--- config.mk ---
export PLATFORM = sky130hd
export DESIGN_NAME = tqr_prog
export DESIGN_NICKNAME = d
export VERILOG_FILES = /design/src/rtl/core/tqr_pkg.sv /design/src/rtl/core/tqr_prog.sv
export SDC_FILE = /design/constraint.sdc
export NUM_CORES = 2
export LEC_CHECK = 0
export ABC_AREA = 0
export BUFFER_PORTS_ARGS = -buffer_cell sky130_fd_sc_hd__buf_2
export CAP_MARGIN = 10
export CORE_ASPECT_RATIO = 0.75
export CORE_MARGIN = 2
export CORE_UTILIZATION = 60
export CTS_BUF_LIST = sky130_fd_sc_hd__clkbuf_4 sky130_fd_sc_hd__clkbuf_8 sky130_fd_sc_hd__clkbuf_16
export DETAILED_ROUTE_END_ITERATION = 7
export HOLD_SLACK_MARGIN = 0.02
export PLACE_DENSITY = 0.77
export SETUP_SLACK_MARGIN = 0.1
export SYNTH_ARGS = -nofsm -noshare
export SYNTH_HDL_FRONTEND = slang
export SYNTH_SLANG_ARGS = --single-unit
export TNS_END_PERCENT = 30
--- constraint.sdc ---
create_clock -name clk -period 9.25 [get_ports clk]
set_input_delay 0.925 -clock clk [delete_from_list [all_inputs] [get_ports clk]]
set_output_delay 0.925 -clock clk [all_outputs]
set_load 0.1 [all_outputs]
--- src/rtl/core/tqr_pkg.sv ---
// Shared types and constants for the timer queue.
// No dependencies.
`default_nettype none
package tqr_pkg;
  localparam logic [1:0] MODE_START = 2'd0;
  localparam logic [1:0] MODE_STOP  = 2'd1;
  localparam logic [1:0] MODE_TICK  = 2'd2;
  localparam logic [1:0] KIND_FIRE  = 2'd0;
  localparam logic [1:0] KIND_PROG  = 2'd1;
  localparam logic [1:0] KIND_STOP  = 2'd2;
  localparam logic [1:0] KIND_LEAVE = 2'd3;
  localparam logic [31:0] COUNT_CLAMP = 32'hFFFFFFFF;
  localparam logic [3:0] MAX_SHIFT = 4'd8;
  localparam logic [15:0] TPU_RESET = 16'd100;

  typedef struct packed {
    logic [1:0]  mode;
    logic [3:0]  slot;
    logic [31:0] timeout_us;
    logic        repeat_req;
    logic [63:0] now_us;
  } in_item_t;

  typedef struct packed {
    logic [1:0]  kind;
    logic [3:0]  fired_slot;
    logic [3:0]  pre_shift;
    logic [31:0] count;
    logic        last;
  } out_item_t;

  // Scan token passed along the cell chain: best candidate so far.
  typedef struct packed {
    logic        found;
    logic [63:0] dl;
  } scan_t;

  // Broadcast command to all cells.
  typedef struct packed {
    logic        wr;       // write start
    logic        clr;      // disarm addressed slot
    logic        fire;     // fire winner of previous scan
    logic        due_only; // scan only expired, not done
    logic        clr_done;
    logic [63:0] now;
    logic [31:0] timeout;
    logic        rep;
  } cell_cmd_t;
endpackage
`default_nettype wire

--- src/rtl/core/tqr_prog.sv ---
// Counter programming unit: delay times ticks_per_us, halved one step a
// cycle until it fits 32 bits (2^40 and up clamp). Depends on tqr_pkg.
`default_nettype none
module tqr_prog (
  input  wire logic clk,
  input  wire logic rst,
  input  wire logic start,
  input  wire logic [63:0] delay,
  input  wire logic [15:0] tpu,
  output logic done,
  output logic [3:0] shift,
  output logic [31:0] count
);
  typedef enum logic [3:0] {
    P_IDLE = 4'b0001, P_MUL = 4'b0010, P_SUM = 4'b0100, P_NORM = 4'b1000
  } ph_t;
  ph_t ph;
  logic [31:0] dhi, dlo;
  logic [47:0] hi;
  logic [47:0] lo;
  logic [40:0] p;
  logic zero, sat;
  logic [63:0] sum;

  assign sum = {hi[31:0], 32'd0} + {16'd0, lo};

  always_ff @(posedge clk) begin
    if (rst) begin
      ph <= P_IDLE;
      done <= 1'b0;
    end else begin
      done <= 1'b0;
      case (ph)
        P_IDLE: if (start) begin
          dhi <= delay[63:32];
          dlo <= delay[31:0];
          zero <= (delay == 64'd0);
          ph <= P_MUL;
        end
        P_MUL: begin
          hi <= {16'd0, dhi} * {32'd0, tpu};
          lo <= {16'd0, dlo} * {32'd0, tpu};
          ph <= P_SUM;
        end
        P_SUM: begin
          shift <= 4'd0;
          sat <= (hi >= 48'd256) || (sum >= 64'h100_0000_0000);
          p <= sum[40:0];
          ph <= P_NORM;
        end
        P_NORM: begin
          if (zero || (!sat && p == 41'd0)) begin
            shift <= 4'd0; count <= 32'd1; done <= 1'b1; ph <= P_IDLE;
          end else if (sat) begin
            shift <= tqr_pkg::MAX_SHIFT; count <= tqr_pkg::COUNT_CLAMP;
            done <= 1'b1; ph <= P_IDLE;
          end else if (p[40:32] != 9'd0) begin
            p <= p >> 1;
            shift <= shift + 4'd1;
          end else begin
            count <= p[31:0]; done <= 1'b1; ph <= P_IDLE;
          end
        end
        default: ph <= P_IDLE;
      endcase
    end
  end
endmodule
`default_nettype wire

==> results.md <==
- Max-cap viol count: 0
- Synth area leader: fa_1
- DRC: 0
- Area fraction of the dominant cell type after synthesis: 40.6%
- Cell area after synthesis: 41300 um^2
- Worst-skew pair later-pin latency: roughly 0.62 ns
- Max incr delay on CP: 0.76 ns
- Die X-Extent: 307 um
- Resize count post-CTS: 0
- First-pass GRT wire length: ~170000 um
- Vias: 29634
- Synth Flop Type: edfxtp_1
- CP max-delay cell: buf_2
- Drt pass-1 iters: 5
- Status: completed
- Setup bufs post-CTS: 0
- Initial antenna violation count: 2
- Clock Path Buffers: 3
- CTS Hold Bufs: 0
- Worst-path cell chain: buf_2, buf_4, nand2_1, fa_1, fa_1, fa_1, fa_1, inv_1, fa_1, fa_1, ha_1, nand3_1, o31ai_2, a211oi_2, o211a_1, o31ai_1, a221o_1, a21o_1, a21oi_2, xnor2_1
- Avg Cell Area, Syn: 9.53 um^2
- Share of cells above drive strength 1: roughly 5.4%
- # rows: 83
- Area contributors post-synth: fa_1, edfxtp_1, inv_1
- GPL Wtd Cong: approximately 1
- Num ports: 120
- Most frequent cell after synthesis: inv_1
- CP Max Fanout: 36
- Overall routing resource usage: 31.1%
- Startpoint class of the critical path: input port
- Post-Synthesis Cells: ~4300
- Die Y: ~230 um
- Ant. Diodes: 0
- Clock sinks: 244
- Final HPWL DP: 82600 um
- RSZ-0062 raised after global routing: no
- Total grt overflow: 0
- Critical Path RT: 9.61 ns
- Vias in the first global route: 30841
- Clock transition at path regs: 0.07 ns
- Final Hold Viols: 0
- FF+latch count, synth: roughly 240
- Worst path arrival time: 7.91 ns
- Slew HR: 24.2%
- Total Wirelength: roughly 110000 um
- H-tree depth: 1
- DRT iter0 DRCs: 2854
- WP buf/inv: 3
- Slew Viols, Final: 0
- Most used cell, CP: fa_1
- Period utilization: 81.6%
- Syn Nets: roughly 5500
- Die Area: approximately 71000 um^2
- Final WS setup: 1.70 ns
- Dpl cells: roughly 5200
- Area Growth Syn to Fin: 5.60%
- Via density: 5.65
- Post-synth cell types: 66
- CTS tree: done
- Kind of critical path: in2reg
- Synth warn: 0
- Worst hold-check path type: in2reg
- Count of flip-flops with a built-in enable after synthesis: 239
- Nets: 5507
- Post-synthesis sequential area ratio: 17.6%
- Ys async rst share: 0%
- CP endpoint kind: flop
- Pre-CTS WS: about 1.2 ns
- Top cell types by occurrence after synthesis: inv_1, fa_1, nand2_1
- Worst Clk Skew: 0.0273 ns
- Initial Utilization: about three fifths
- Crit path max-delay family: adder cells
- CTS Buf Count: 27
- I/O Buffers: 119
- Setup violations, final: 0
- Non-filler instance count after layout: 5242
- FF-to-FF setup slack: 1.86 ns
- Worst slew pin tran: 1.14 ns
- Root buffer cell: clkbuf_16
- Largest net degree at the start of global routing: 65
- Max Freq: 0.132 GHz
- Total core area: slightly below 70000 um^2
- Antenna Nets Post-Route: 0
- Routed len/inst: 20.3 um
- Period minus WS final: 7.55 ns
- Sum Neg Setup Slack: 0 ns
[cells in the final DEF (no fill, tap or decap), types with 7 or more instances in the layout]
master / netlist / final
a21o_1: 55 / 55
a211oi_1: 10 / 10
nor2_1: 121 / 121
o21bai_1: 18 / 18
nand2b_1: 7 / 7
nor2b_1: 11 / 11
o21a_1: 9 / 9
xnor2_1: 64 / 64
xor2_1: 32 / 32
ha_1: 257 / 257
o211ai_1: 10 / 10
fa_1: 837 / 837
clkbuf_16: 0 / 27
inv_1: 908 / 908
nand2_1: 765 / 765
o21ai_0: 26 / 26
o21ai_1: 22 / 22
a31oi_1: 9 / 9
and2_1: 428 / 428
buf_2: 0 / 120
nor3_1: 18 / 17
nor4_1: 40 / 40
nand3_1: 24 / 24
a21oi_1: 99 / 99
and3_1: 14 / 12
edfxtp_1: 239 / 239
buf_4: 0 / 54
nand4_1: 20 / 20
[cell type report]
cell class,instances,area [um^2]
inverter,909,3410
tap,892,1120
timing repair buffer,175,1030
sequential,244,7280
multi-input combinational,2973,29800
clock buffer,35,754
clock inverter,14,179
fill,5430,24600
[flip-flops by register name (all words and copies together) (netlist names)]
register	count
count	32
zero	1
ph	4
done	1
dhi	32
p	41
lo	48
shift	4
hi	48
sat	1
dlo	32
[cell families (layout without fill, tap and decap cells)]
family                     count (synthesis)  in the layout  share of synthesized area [%]
AOI/OAI and AO/OA                        318            318                           5.06
adders and majority gates               1094           1094                           48.4
and+or+nand+nor                         1463           1463                           16.7
buffers and inverters                   1118           1133                           10.2
muxes                                      2              2                         0.0515
xor gates and xnor gates                  96             96                           2.04
DFF                                      244            244                           17.6
[worst register-to-register path: cells and delay by family, from the launching register on]
family | cells | cell delay (ns)
AOI/OAI and AO/OA | 5 | 1.64
and+or+nand+nor | 5 | 0.77
xor gates and xnor gates | 1 | 0.11
buffers and inverters | 3 | 0.15
DFF | 1 | 0.98
adders and majority gates | 7 | 3.46
[metrics by stage]
| stage | area [um^2] | hold WS, ns | utilization, % |
|---|---|---|---|
| after global placement | 42700 | 0.498 | 62.5 |
| after global routing | 43600 | 0.487 | 63.9 |
| after detailed placement | 42700 | 0.500 | 62.5 |
| final | 43600 | 0.498 | 63.9 |
| after floorplan | 41300 | 0.491 | - |
| after CTS | 43600 | 0.478 | 63.9 |
[routing by layer]
metal  track usage (%)  wire length, um  vias up
met1              44.1            43700    14643
li1                  -                -    13078
met2              45.8            44900     1707
met5                 0               26        -
met4              8.75             3180        4
met3              10.5            14600      202
[worst paths after layout]
path,start,depth (start not counted),end
worst max-delay path,tpu[1],20,hi[43]
worst max register to register,dlo[10],21,lo[44]
worst min-delay path,delay[20],1,dlo[20]
worst min register to register,lo[19],2,p[19]
Power is not shown: default switching activity piles up to over one toggle a cycle in this logic, so the estimate is an artifact.
