$ cat src/rtl/core/tqr_pkg.sv
// Shared types and constants for the timer queue.
// No dependencies.
`default_nettype none
package tqr_pkg;
  localparam logic [1:0] MODE_START = 2'd0;
  localparam logic [1:0] MODE_STOP  = 2'd1;
  localparam logic [1:0] MODE_TICK  = 2'd2;
  localparam logic [1:0] KIND_FIRE  = 2'd0;
  localparam logic [1:0] KIND_PROG  = 2'd1;
  localparam logic [1:0] KIND_STOP  = 2'd2;
  localparam logic [1:0] KIND_LEAVE = 2'd3;
  localparam logic [31:0] COUNT_CLAMP = 32'hFFFFFFFF;
  localparam logic [3:0] MAX_SHIFT = 4'd8;
  localparam logic [15:0] TPU_RESET = 16'd100;

  typedef struct packed {
    logic [1:0]  mode;
    logic [3:0]  slot;
    logic [31:0] timeout_us;
    logic        repeat_req;
    logic [63:0] now_us;
  } in_item_t;

  typedef struct packed {
    logic [1:0]  kind;
    logic [3:0]  fired_slot;
    logic [3:0]  pre_shift;
    logic [31:0] count;
    logic        last;
  } out_item_t;

  // Scan token passed along the cell chain: best candidate so far.
  typedef struct packed {
    logic        found;
    logic [63:0] dl;
  } scan_t;

  // Broadcast command to all cells.
  typedef struct packed {
    logic        wr;       // write start
    logic        clr;      // disarm addressed slot
    logic        fire;     // fire winner of previous scan
    logic        due_only; // scan only expired, not done
    logic        clr_done;
    logic [63:0] now;
    logic [31:0] timeout;
    logic        rep;
  } cell_cmd_t;
endpackage
`default_nettype wire

$ cat src/rtl/core/tqr_cell.sv
// One timer slot cell: holds deadline, period, armed, done; compares with
// the incoming scan token and registers the better one for the next cell.
// Depends on tqr_pkg.
`default_nettype none
module tqr_cell #(
  parameter int IW = 4
) (
  input  wire logic clk,
  input  wire logic rst,
  input  wire logic [IW-1:0] my_id,
  input  wire logic [IW-1:0] sel_id,
  input  wire logic [IW-1:0] win_id,
  input  wire tqr_pkg::cell_cmd_t cmd,
  input  wire logic skip,
  input  wire tqr_pkg::scan_t scan_in,
  input  wire logic [IW-1:0] id_in,
  output tqr_pkg::scan_t scan_out,
  output logic [IW-1:0] id_out
);
  logic [63:0] deadline;
  logic [31:0] period;
  logic armed, done;
  logic me, win, cand;

  assign me = (sel_id == my_id);
  assign win = (win_id == my_id);
  assign cand = armed && !(skip && me) &&
                !(cmd.due_only && (done || deadline > cmd.now));

  always_ff @(posedge clk) begin
    if (rst) begin
      armed <= 1'b0;
      done <= 1'b0;
      scan_out <= '0;
      id_out <= '0;
    end else begin
      if (cand && (!scan_in.found || deadline < scan_in.dl)) begin
        scan_out.found <= 1'b1;
        scan_out.dl <= deadline;
        id_out <= my_id;
      end else begin
        scan_out <= scan_in;
        id_out <= id_in;
      end
      if (cmd.clr_done) done <= 1'b0;
      if (cmd.wr && me) begin
        armed <= 1'b1;
        deadline <= cmd.now + {32'd0, cmd.timeout};
        period <= cmd.rep ? cmd.timeout : 32'd0;
      end
      if (cmd.clr && me) armed <= 1'b0;
      if (cmd.fire && win) begin
        done <= 1'b1;
        if (period != 32'd0) deadline <= cmd.now + {32'd0, period};
        else armed <= 1'b0;
      end
    end
  end
endmodule
`default_nettype wire

$ cat config.mk
export PLATFORM = sky130hd
export DESIGN_NAME = tqr_cell
export DESIGN_NICKNAME = d
export VERILOG_FILES = /design/src/rtl/core/tqr_pkg.sv /design/src/rtl/core/tqr_cell.sv
export SDC_FILE = /design/constraint.sdc
export NUM_CORES = 1
export LEC_CHECK = 0
export ABC_AREA = 1
export BUFFER_PORTS_ARGS = -buffer_cell sky130_fd_sc_hd__buf_2
export CAP_MARGIN = 0
export CORE_MARGIN = 8
export CORE_UTILIZATION = 40
export CTS_BUF_LIST = sky130_fd_sc_hd__clkbuf_8
export CTS_CLUSTER_SIZE = 24
export DETAILED_ROUTE_END_ITERATION = 10
export PLACE_DENSITY = 0.64
export SYNTH_ARGS = -nofsm -noshare
export SYNTH_HDL_FRONTEND = slang
export SYNTH_SLANG_ARGS = --single-unit
export TNS_END_PERCENT = 30
$ cat constraint.sdc
create_clock -name clk -period 5.8 [get_ports clk]
set_clock_uncertainty 0.1 [all_clocks]
set_input_delay 0.29 -clock clk [delete_from_list [all_inputs] [get_ports clk]]
set_output_delay 0.29 -clock clk [all_outputs]
set_load 0.03 [all_outputs]
==> impl_metrics.toml, run 1 <==
[run_status]
status = "completed"

[clock_tree]
cts_sinks = 167
cts_tree = "done"
cts_max_path_buffers = 2
path_clk_slew_ns = 0.10
root_buffer = "clkbuf_8"
clk_latency_ns = 0.60
cts_resized = 0
cts_buffers = 17
cts_max_level = 4

[yosys]
synth_edf_count = 96
syn_avg_cell_area_sq_um = 6.33
synth_cell_type_count = 49
ys_seq_elements = 167
ys.flop_type = "edfxtp_1"
synthCells = 2714
synth_area_sq_mm = 0.0172
synth_nets = 3093
synth.yosys.seq_area_share_pct = 25.1
ys_async_sr_fraction_pct = 0
yosys_warnings = 0

[worst_setup_path]
crit_path_max_fanout = 69
critical-path-max-stage-delay_ns = 0.59
crit_start = "deadline[53]"
worstSetupStartpointType = "flip-flop"
crit_type = "flip-flop to flip-flop"
crit_path_cell_trace = "ha_1 > nand2_1 > nor4_1 > nand2_1 > nor2_1 > nand4_1 > nand2_1 > nand2_1 > nand2_2 > buf_4 > nand4_1 > nand2_1 > nor2_1 > dlygate4sd3_1"
path_common_cell = "nand2_1"
cpMaxStageDelayCell = "buf_4"
worstReg2RegStart = "deadline[53]"
crit_path_end_kind = "flip-flop"
arrival_ns = 4.20
critPathRequiredTime_ns = 6.18

[die]
die_area_sq_mm = 0.0498
num_io_pins = 255
coreArea_sq_mm = 0.0427
die_w_um = 223
placement_rows = 76
start_util_pct = 40.2
die_h_um = 223

[timing]
worst_slew_pin_slew_ns = 1.15
holdWs_ns = 0.0661
fin_crit_ns = 3.82
slew_headroom_pct = 23.2
post-route-period-util_pct = 65.9
finalHoldViolations = 0
tns_ns = 0
rsz0062_at_grt = "no"
setup_viol = 0
fmax_mhz = 261
fin_ws_ns = 1.98
finalMaxSlewViolations = 0

[layout]
n_fill_cell = 4412
fin_cells = 3601
syn_to_final_growth_pct = 18.8
drive_above_1_share_pct = 10.5
nNetsFinal = 3421

[detailed_routing]
via_count = 19400
wl_um = 73400
routedWlPerCell_um = 20.4
vias_per_cell = 5.38
ant_nets = 0
remaining_drc_errors = 0
drtIter0Drc = 2167
dr.pass1.iters = 8

[grt]
grt_pass1_vias = 18200
antenna_found_initial = 3
grt_overflow = 0
grt_pass1_wl_um = 109000
grt_max_degree = 99
grt_usage_pct = 28.7

[placement]
dp_hpwl_um = 58600
dp_cells = 3456
numPortBuffers = 254
place.gp.congestion = 1.04
preCtsSetupSlack_ns = 2.41

[min_path]
hp-start = "cmd[93]"
hold_class = "input port to flip-flop"

[pwr]
p_per_area_mw_per_mm2 = 178
max-vdd-ir-drop_mv = 0.172
p_leak_nw = 10.5

[job]
cap_violations = 0
[logic make-up (layout without fill, tap and decap cells)]
family | count (synthesis) | in the layout | synth area share, %
simple gates | 1229 | 1229 | 30.1
compound gates | 501 | 501 | 15.5
fa+ha+maj | 193 | 193 | 14.1
buf+inv | 583 | 923 | 13.1
flops | 167 | 167 | 25.1
other cells | 0 | 1 | 0
xor+xnor | 41 | 41 | 2.09
[registers in the layout (all words and copies together), names as in the netlist]
name      count
deadline     64
scan_out     65
done          1
id_out        4
period       32
armed         1
[synthesized netlist by cell type (3+ instances only)]
| cell | instances | area (sq um) |
|---|---|---|
| a21oi_1 | 262 | 1310 |
| o21ai_0 | 165 | 826 |
| edfxtp_1 | 96 | 2880 |
| a21o_1 | 7 | 52.6 |
| buf_1 | 4 | 15.0 |
| nor4_1 | 15 | 93.8 |
| clkbuf_1 | 38 | 143 |
| o21a_1 | 7 | 52.6 |
| dfxtp_1 | 71 | 1420 |
| nand3b_1 | 3 | 22.5 |
| buf_2 | 19 | 95.1 |
| o21ai_1 | 9 | 45.0 |
| inv_1 | 509 | 1910 |
| nor3b_1 | 3 | 22.5 |
| nor3_2 | 4 | 40.0 |
| xnor2_1 | 12 | 105 |
| nor2_1 | 311 | 1170 |
| inv_2 | 6 | 22.5 |
| buf_6 | 3 | 33.8 |
| o211ai_1 | 11 | 82.6 |
| nand4_1 | 101 | 632 |
| o21bai_1 | 19 | 143 |
| xor2_1 | 29 | 254 |
| nand3_1 | 106 | 531 |
| nor3_1 | 34 | 170 |
| ha_1 | 191 | 2390 |
| or2_2 | 4 | 25.0 |
| a31oi_1 | 7 | 43.8 |
| nand2_1 | 640 | 2400 |
[what timing repair did]
| item | in CTS | in global routing |
|---|---|---|
| hold buffers | 113 | 0 |
| setup buffers | 0 | 0 |
| setup endpoints to repair | 0 | 0 |
| hold endpoints to repair | 108 | 0 |
[stage by stage]
stage / power, W / cell area [sq um] / utilization (%)
3_3_place_gp: 0.00265 / 18900 / 44.3
3_5_place_dp: 0.00267 / 18900 / 44.3
2_1_floorplan: 0.00222 / 17200 / -
4_1_cts: 0.00364 / 20400 / 47.8
5_1_grt: 0.00384 / 20400 / 47.8
6_report: 0.00364 / 20400 / 47.8
[layout make-up]
cell class	count	area [sq um]	area share, %
Clock inverter	11	97.6	0.478
Antenna cell	1	2.50	0.0123
Tap cell	546	683	3.35
Multi-Input combinational cell	1964	10600	52.1
Sequential cell	167	4300	21.1
Inverter	516	1940	9.50
Timing Repair Buffer	376	2470	12.1
Clock buffer	20	275	1.35
[critical path, delay by kind of cell (launching register included)]
family / cells / cell delay (ns)
and+or+nand+nor: 11 / 1.60
DFF: 1 / 0.53
buffers and inverters: 2 / 1.13
adders and majority gates: 1 / 0.35
[cells in the final DEF (no fill, tap or decap), types with 4 or more instances in the layout]
master	instances
nand3_1	106
dlygate4sd3_1	113
buf_4	9
clkbuf_8	20
nor4_1	15
a21oi_1	262
nor3_1	34
xnor2_1	12
nor2_1	310
o211ai_1	11
inv_4	4
buf_2	254
xor2_1	29
ha_1	191
o21a_1	7
inv_1	510
dfxtp_1	71
o21ai_0	165
nor3_2	4
nand2_1	638
or2_2	4
a21o_1	7
nand4_1	101
edfxtp_1	96
a31oi_1	7
o21bai_1	19
inv_2	6
o21ai_1	9
[worst paths after layout]
| path | to | slack (ns) | cells after the start |
|---|---|---|---|
| min reg2reg | armed | 0.49 | 2 |
| max reg2reg | id_out[1] | 1.98 | 14 |
| max | id_out[1] | 1.98 | 14 |
| min | deadline[60] | 0.07 | 3 |
[per-layer routing]
| metal | GRT usage [%] | up-vias | part of all wire [%] |
|---|---|---|---|
| met5 | 0 | - | 0.031 |
| met4 | 7.26 | 4 | 2.0 |
| met3 | 6.47 | 99 | 9.1 |
| met2 | 41.8 | 816 | 41 |
| met1 | 41.9 | 8980 | 48 |
| li1 | - | 9492 | - |
[where the power goes]
group / internal (W) / leakage (nW) / switching, W
clock network: 0.000371 / 0.201 / 0.000531
registers: 0.00135 / 1.47 / 0.0000851
logic: 0.000451 / 8.79 / 0.000858
Power figures use the tool's default switching activity.
==> run 2: changes to the inputs <==
--- a/config.mk
+++ b/config.mk
@@ -13,7 +13,7 @@
 export CTS_BUF_LIST = sky130_fd_sc_hd__clkbuf_8
 export CTS_CLUSTER_SIZE = 24
 export DETAILED_ROUTE_END_ITERATION = 10
-export PLACE_DENSITY = 0.64
+export PLACE_DENSITY = 0.67
 export SYNTH_ARGS = -nofsm -noshare
 export SYNTH_HDL_FRONTEND = slang
 export SYNTH_SLANG_ARGS = --single-unit
==> constraint.sdc (replaced) <==
create_clock -name clk -period 3.4 [get_ports clk]
set_clock_uncertainty 0.1 [all_clocks]
set_input_delay 0.17 -clock clk [delete_from_list [all_inputs] [get_ports clk]]
set_output_delay 0.17 -clock clk [all_outputs]
set_load 0.03 [all_outputs]
==> impl_metrics.toml, run 2 (synthesis results as in run 1) <==
[run_status]
status = "completed"

[layout]
mostFrequentLayoutCells = "nand2_1, inv_1, nor2_1"
nNetsFinal = 3494
n_fill_cell = 4308
reg.largest.list = "scan_out: 65 flops, deadline: 64 flops, period: 32 flops"
drive_above_1_share_pct = 12.2
largest_register_ffs = 65
largest-register = "scan_out"
final_common_cell = "nand2_1"
final_area_sq_mm = 0.0212
syn_to_final_growth_pct = 23.6

[pwr]
p_leak_nw = 10.9
power_w = 0.00656
p_per_area_mw_per_mm2 = 309
max-vdd-ir-drop_mv = 0.274

[detailed_routing]
remaining_drc_errors = 0
dr.pass1.iters = 6
drtIter0Drc = 2311
via_count = 19900
vias_per_cell = 5.42
routedWlPerCell_um = 20.2
ant_nets = 0
wl_um = 74200

[timing]
setup_viol = 0
finalHoldViolations = 0
fin_crit_ns = 3.28
holdWs_ns = 0.0568
slew_headroom_pct = 46.1
fin_ws_ns = 0.121
finalMaxSlewViolations = 0
worst_slew_pin_slew_ns = 0.806
post-route-period-util_pct = 96.4
fmax_mhz = 305
tns_ns = 0

[clock_tree]
cts_tree = "done"
cts_max_path_buffers = 2
clk_latency_ns = 0.59
cts_buffers = 17
cts_max_level = 4
root_buffer = "clkbuf_8"
cts_sinks = 167
path_clk_slew_ns = 0.10

[worst_setup_path]
worstReg2RegStart = "deadline[47]"
critical-path-max-stage-delay_ns = 0.56
crit_type = "flip-flop to flip-flop"
crit_start = "deadline[47]"
critPathBufInv = 3
path_common_cell = "nand2_1"
crit_path_end_kind = "flip-flop"
cpMaxStageDelayCell = "dlygate4sd3_1"
crit_path_cell_trace = "ha_1 > a21oi_2 > o21ai_0 > nor2_1 > nand2_1 > a21oi_1 > nand2_1 > nand2_1 > nand2_1 > nand2_2 > nand3_4 > buf_12 > nand2_1 > inv_1 > nor2_1 > dlygate4sd3_1"
crit_path_max_fanout = 24
worstSetupStartpointType = "flip-flop"
arrival_ns = 3.70
crit_family = "simple AND/OR/NAND/NOR gates"
critPathRequiredTime_ns = 3.82

[die]
placement_rows = 76
num_io_pins = 255
start_util_pct = 40.2
die_w_um = 223
die_area_sq_mm = 0.0498
die_h_um = 223
coreArea_sq_mm = 0.0427

[placement]
dp_hpwl_um = 59700
preCtsSetupSlack_ns = 0.386
place.gp.congestion = 1.03
numPortBuffers = 254
placedInstanceArea_sq_mm = 0.0193

[grt]
grt_overflow = 0
grt_pass1_wl_um = 111000
grt_max_degree = 72
antenna_found_initial = 5
grt_usage_pct = 29.0
grt_pass1_vias = 18700

[job]
cap_violations = 0

[min_path]
hold_class = "input port to flip-flop"
hp-start = "cmd[78]"
run 2: cell count changes in the layout (fill, tap and decap cells not counted), sizes merged:
| cell | change |
|---|---|
| clkinv | -1 |
| buf | +50 |
| diode | +4 |
| clkbuf | -2 |
| inv | +2 |
| dlygate4sd3 | +22 |
| bufinv | +3 |
run 2: repair_timing:
item,in CTS,in global routing
setup buffers,0,8
hold buffers,135,0
hold endpoints to repair,128,0
resized for setup,0,14
setup endpoints to repair,0,7
run 2: per-stage QoR:
| stage | util (%) | cells |
|---|---|---|
| global placement | 45.2 | 3498 |
| floorplan | - | 2714 |
| finish | 49.7 | 3679 |
| CTS | 49.4 | 3665 |
| global route | 49.7 | 3679 |
| detailed placement | 45.2 | 3498 |
run 2: path summary, 6_finish.rpt:
check                                    end  slack, ns  depth (start not counted)
worst min register to register         armed       0.48                          2
worst max-delay path               id_out[0]       0.12                         16
worst min-delay path            deadline[45]       0.06                          5
worst max register to register     id_out[0]       0.12                         16
run 2: tightest hold or removal path: stages:
cell and delay, ns:
buf_2 0.14, o21ai_0 0.10, nand3_1 0.07, nand2_1 0.07, inv_1 0.07
run 2: cell type report:
class | count | area [sq um] | share of cell area [%]
multi-input combinational | 1964 | 10700 | 50.3
sequential | 167 | 4300 | 20.3
timing repair buffer | 449 | 3160 | 14.9
inverter | 516 | 1940 | 9.13
tap | 546 | 683 | 3.22
clock buffer | 17 | 234 | 1.10
clock inverter | 15 | 214 | 1.01
antenna | 5 | 12.5 | 0.0589
run 2: power breakdown:
part           switching, W  total (W)  leakage [nW]  internal, W
sequential         0.000116    0.00241          1.47      0.00230
combinational       0.00153    0.00239          9.18     0.000860
clock              0.000940    0.00176         0.230     0.000819
run 2: routing by layer:
layer | GRT usage [%] | share of wire (%)
met5 | 0 | 0
met3 | 5.96 | 10
met1 | 41.8 | 45
met2 | 42.8 | 42
met4 | 8.75 | 2.6
==> run 3: changes to the inputs <==
--- a/config.mk
+++ b/config.mk
@@ -13,7 +13,9 @@
 export CTS_BUF_LIST = sky130_fd_sc_hd__clkbuf_8
 export CTS_CLUSTER_SIZE = 24
 export DETAILED_ROUTE_END_ITERATION = 10
-export PLACE_DENSITY = 0.67
+export PLACE_DENSITY = 0.64
+export RECOVER_POWER = 25
+export SKIP_CTS_REPAIR_TIMING = 1
 export SYNTH_ARGS = -nofsm -noshare
 export SYNTH_HDL_FRONTEND = slang
 export SYNTH_SLANG_ARGS = --single-unit
==> constraint.sdc (replaced) <==
create_clock -name clk -period 4.1 [get_ports clk]
set_clock_uncertainty 0.1 [all_clocks]
set_input_delay 0.205 -clock clk [delete_from_list [all_inputs] [get_ports clk]]
set_output_delay 0.205 -clock clk [all_outputs]
set_load 0.03 [all_outputs]
==> impl_metrics.toml, run 3 (synthesis results as in run 1) <==
[run_status]
status = "finished, violations left"
violations = "negative hold slack"

[placement]
dp_hpwl_um = 60200
dp_cells = 3463
preCtsSetupSlack_ns = 0.781
place.gp.congestion = 0.995
numPortBuffers = 254

[die]
coreArea_sq_mm = 0.0427
die_h_um = 223
num_io_pins = 255
die_w_um = 223
placement_rows = 76
start_util_pct = 40.2
die_area_sq_mm = 0.0498

[worst_setup_path]
crit_family = "simple AND/OR/NAND/NOR gates"
cpMaxStageDelayCell = "buf_4"
path_common_cell = "nand2_1"
critPathBufInv = 3
worstSetupStartpointType = "flip-flop"
crit_path_cell_trace = "ha_1 > nand2_1 > inv_1 > nand3_1 > nor3_1 > nand4_1 > nand2_1 > nand2_1 > nand2_2 > buf_4 > nand4_1 > nand2_1 > nor2_1 > dlygate4sd3_1"
crit_path_end_kind = "flip-flop"
critical-path-max-stage-delay_ns = 0.59
critPathRequiredTime_ns = 4.46
crit_type = "flip-flop to flip-flop"
crit_path_max_fanout = 69
arrival_ns = 4.20

[clock_tree]
cts_tree = "done"
cts_buffers = 17
clk_latency_ns = 0.59
path_clk_slew_ns = 0.11
root_buffer = "clkbuf_8"
cts_max_path_buffers = 2
cts_max_level = 4
cts_sinks = 167

[grt]
grt_pass1_wl_um = 109000
antenna_found_initial = 4
grt_pass1_vias = 17900
grt_usage_pct = 28.8
grt_max_degree = 91
grt_overflow = 0

[timing]
setup_viol = 0
tns_ns = 0
fin_ws_ns = 0.263
slew_headroom_pct = 46.2
fin_crit_ns = 3.84
holdWs_ns = -0.0486
finalMaxSlewViolations = 0
worst_slew_pin_slew_ns = 0.805
rsz0062_at_grt = "no"
post-route-period-util_pct = 93.6
finalHoldViolations = 6
fmax_mhz = 261

[pwr]
max-vdd-ir-drop_mv = 0.225
p_leak_nw = 10.3
p_per_area_mw_per_mm2 = 257

[detailed_routing]
routedWlPerCell_um = 20.7
vias_per_cell = 5.37
drtIter0Drc = 2021
dr.pass1.iters = 5
ant_nets = 0
via_count = 19400
wl_um = 75000
remaining_drc_errors = 0

[layout]
reg.largest.list = "scan_out: 65 flops, deadline: 64 flops, period: 32 flops"
mostFrequentLayoutCells = "nand2_1, inv_1, nor2_1"
drive_above_1_share_pct = 8.09
syn_to_final_growth_pct = 19.4
final_util_pct = 48.0
nNetsFinal = 3431
n_fill_cell = 4523
largest_register_ffs = 65
fin_cells = 3616
final_common_cell = "nand2_1"
largest-register = "scan_out"

[job]
cap_violations = 0

[min_path]
hold_class = "input port to flip-flop"
-- run 3: where the power goes --
group          internal, W  switching [W]
clock             0.000633       0.000746
combinational     0.000636        0.00124
sequential         0.00191       0.000113
-- run 3: final timing paths --
| kind | start | endpoint | slack (ns) | cells after the start |
|---|---|---|---|---|
| worst max-delay path | deadline[3] | id_out[1] | 0.26 | 14 |
| worst min-delay path | cmd[86] | deadline[53] | -0.05 | 5 |
| worst max register to register | deadline[3] | id_out[1] | 0.26 | 14 |
| worst min register to register | armed | armed | 0.49 | 2 |
-- run 3: worst reg2reg max path, cell delays in order, from the launching register on --
cell,delay [ns]
edfxtp_1,0.52
ha_1,0.35
nand2_1,0.05
inv_1,0.06
nand3_1,0.10
nor3_1,0.57
nand4_1,0.16
nand2_1,0.12
nand2_1,0.07
nand2_2,0.07
buf_4,0.59
nand4_1,0.21
nand2_1,0.10
nor2_1,0.06
dlygate4sd3_1,0.57
-- run 3: cell type report --
| cell class | instances | area, sq um | share of cell area [%] |
|---|---|---|---|
| clock inverter | 13 | 153 | 0.744 |
| clock buffer | 19 | 262 | 1.27 |
| sequential | 167 | 4300 | 21.0 |
| antenna | 5 | 12.5 | 0.0610 |
| tap | 546 | 683 | 3.33 |
| inverter | 516 | 1940 | 9.46 |
| multi-input combinational | 1964 | 10600 | 51.9 |
| timing repair buffer | 386 | 2520 | 12.3 |
-- run 3: layer usage --
layer,vias to the layer above,part of all wire (%),global-route usage (%)
met5,-,0,0
met4,0,2.4,8.45
met3,106,10,7.56
met2,873,41,41.0
met1,8893,46,41.8
li1,9536,-,-
-- run 3: through the flow --
| stage | instance area [sq um] | hold WS, ns | power [W] |
|---|---|---|---|
| after detailed placement | 19000 | 0.353 | 0.00381 |
| after floorplan | 17200 | 0.177 | 0.00314 |
| after CTS | 19400 | -0.299 | 0.00518 |
| after global placement | 19000 | 0.347 | 0.00378 |
| final | 20500 | -0.0486 | 0.00527 |
| after global routing | 20500 | 0.000510 | 0.00556 |
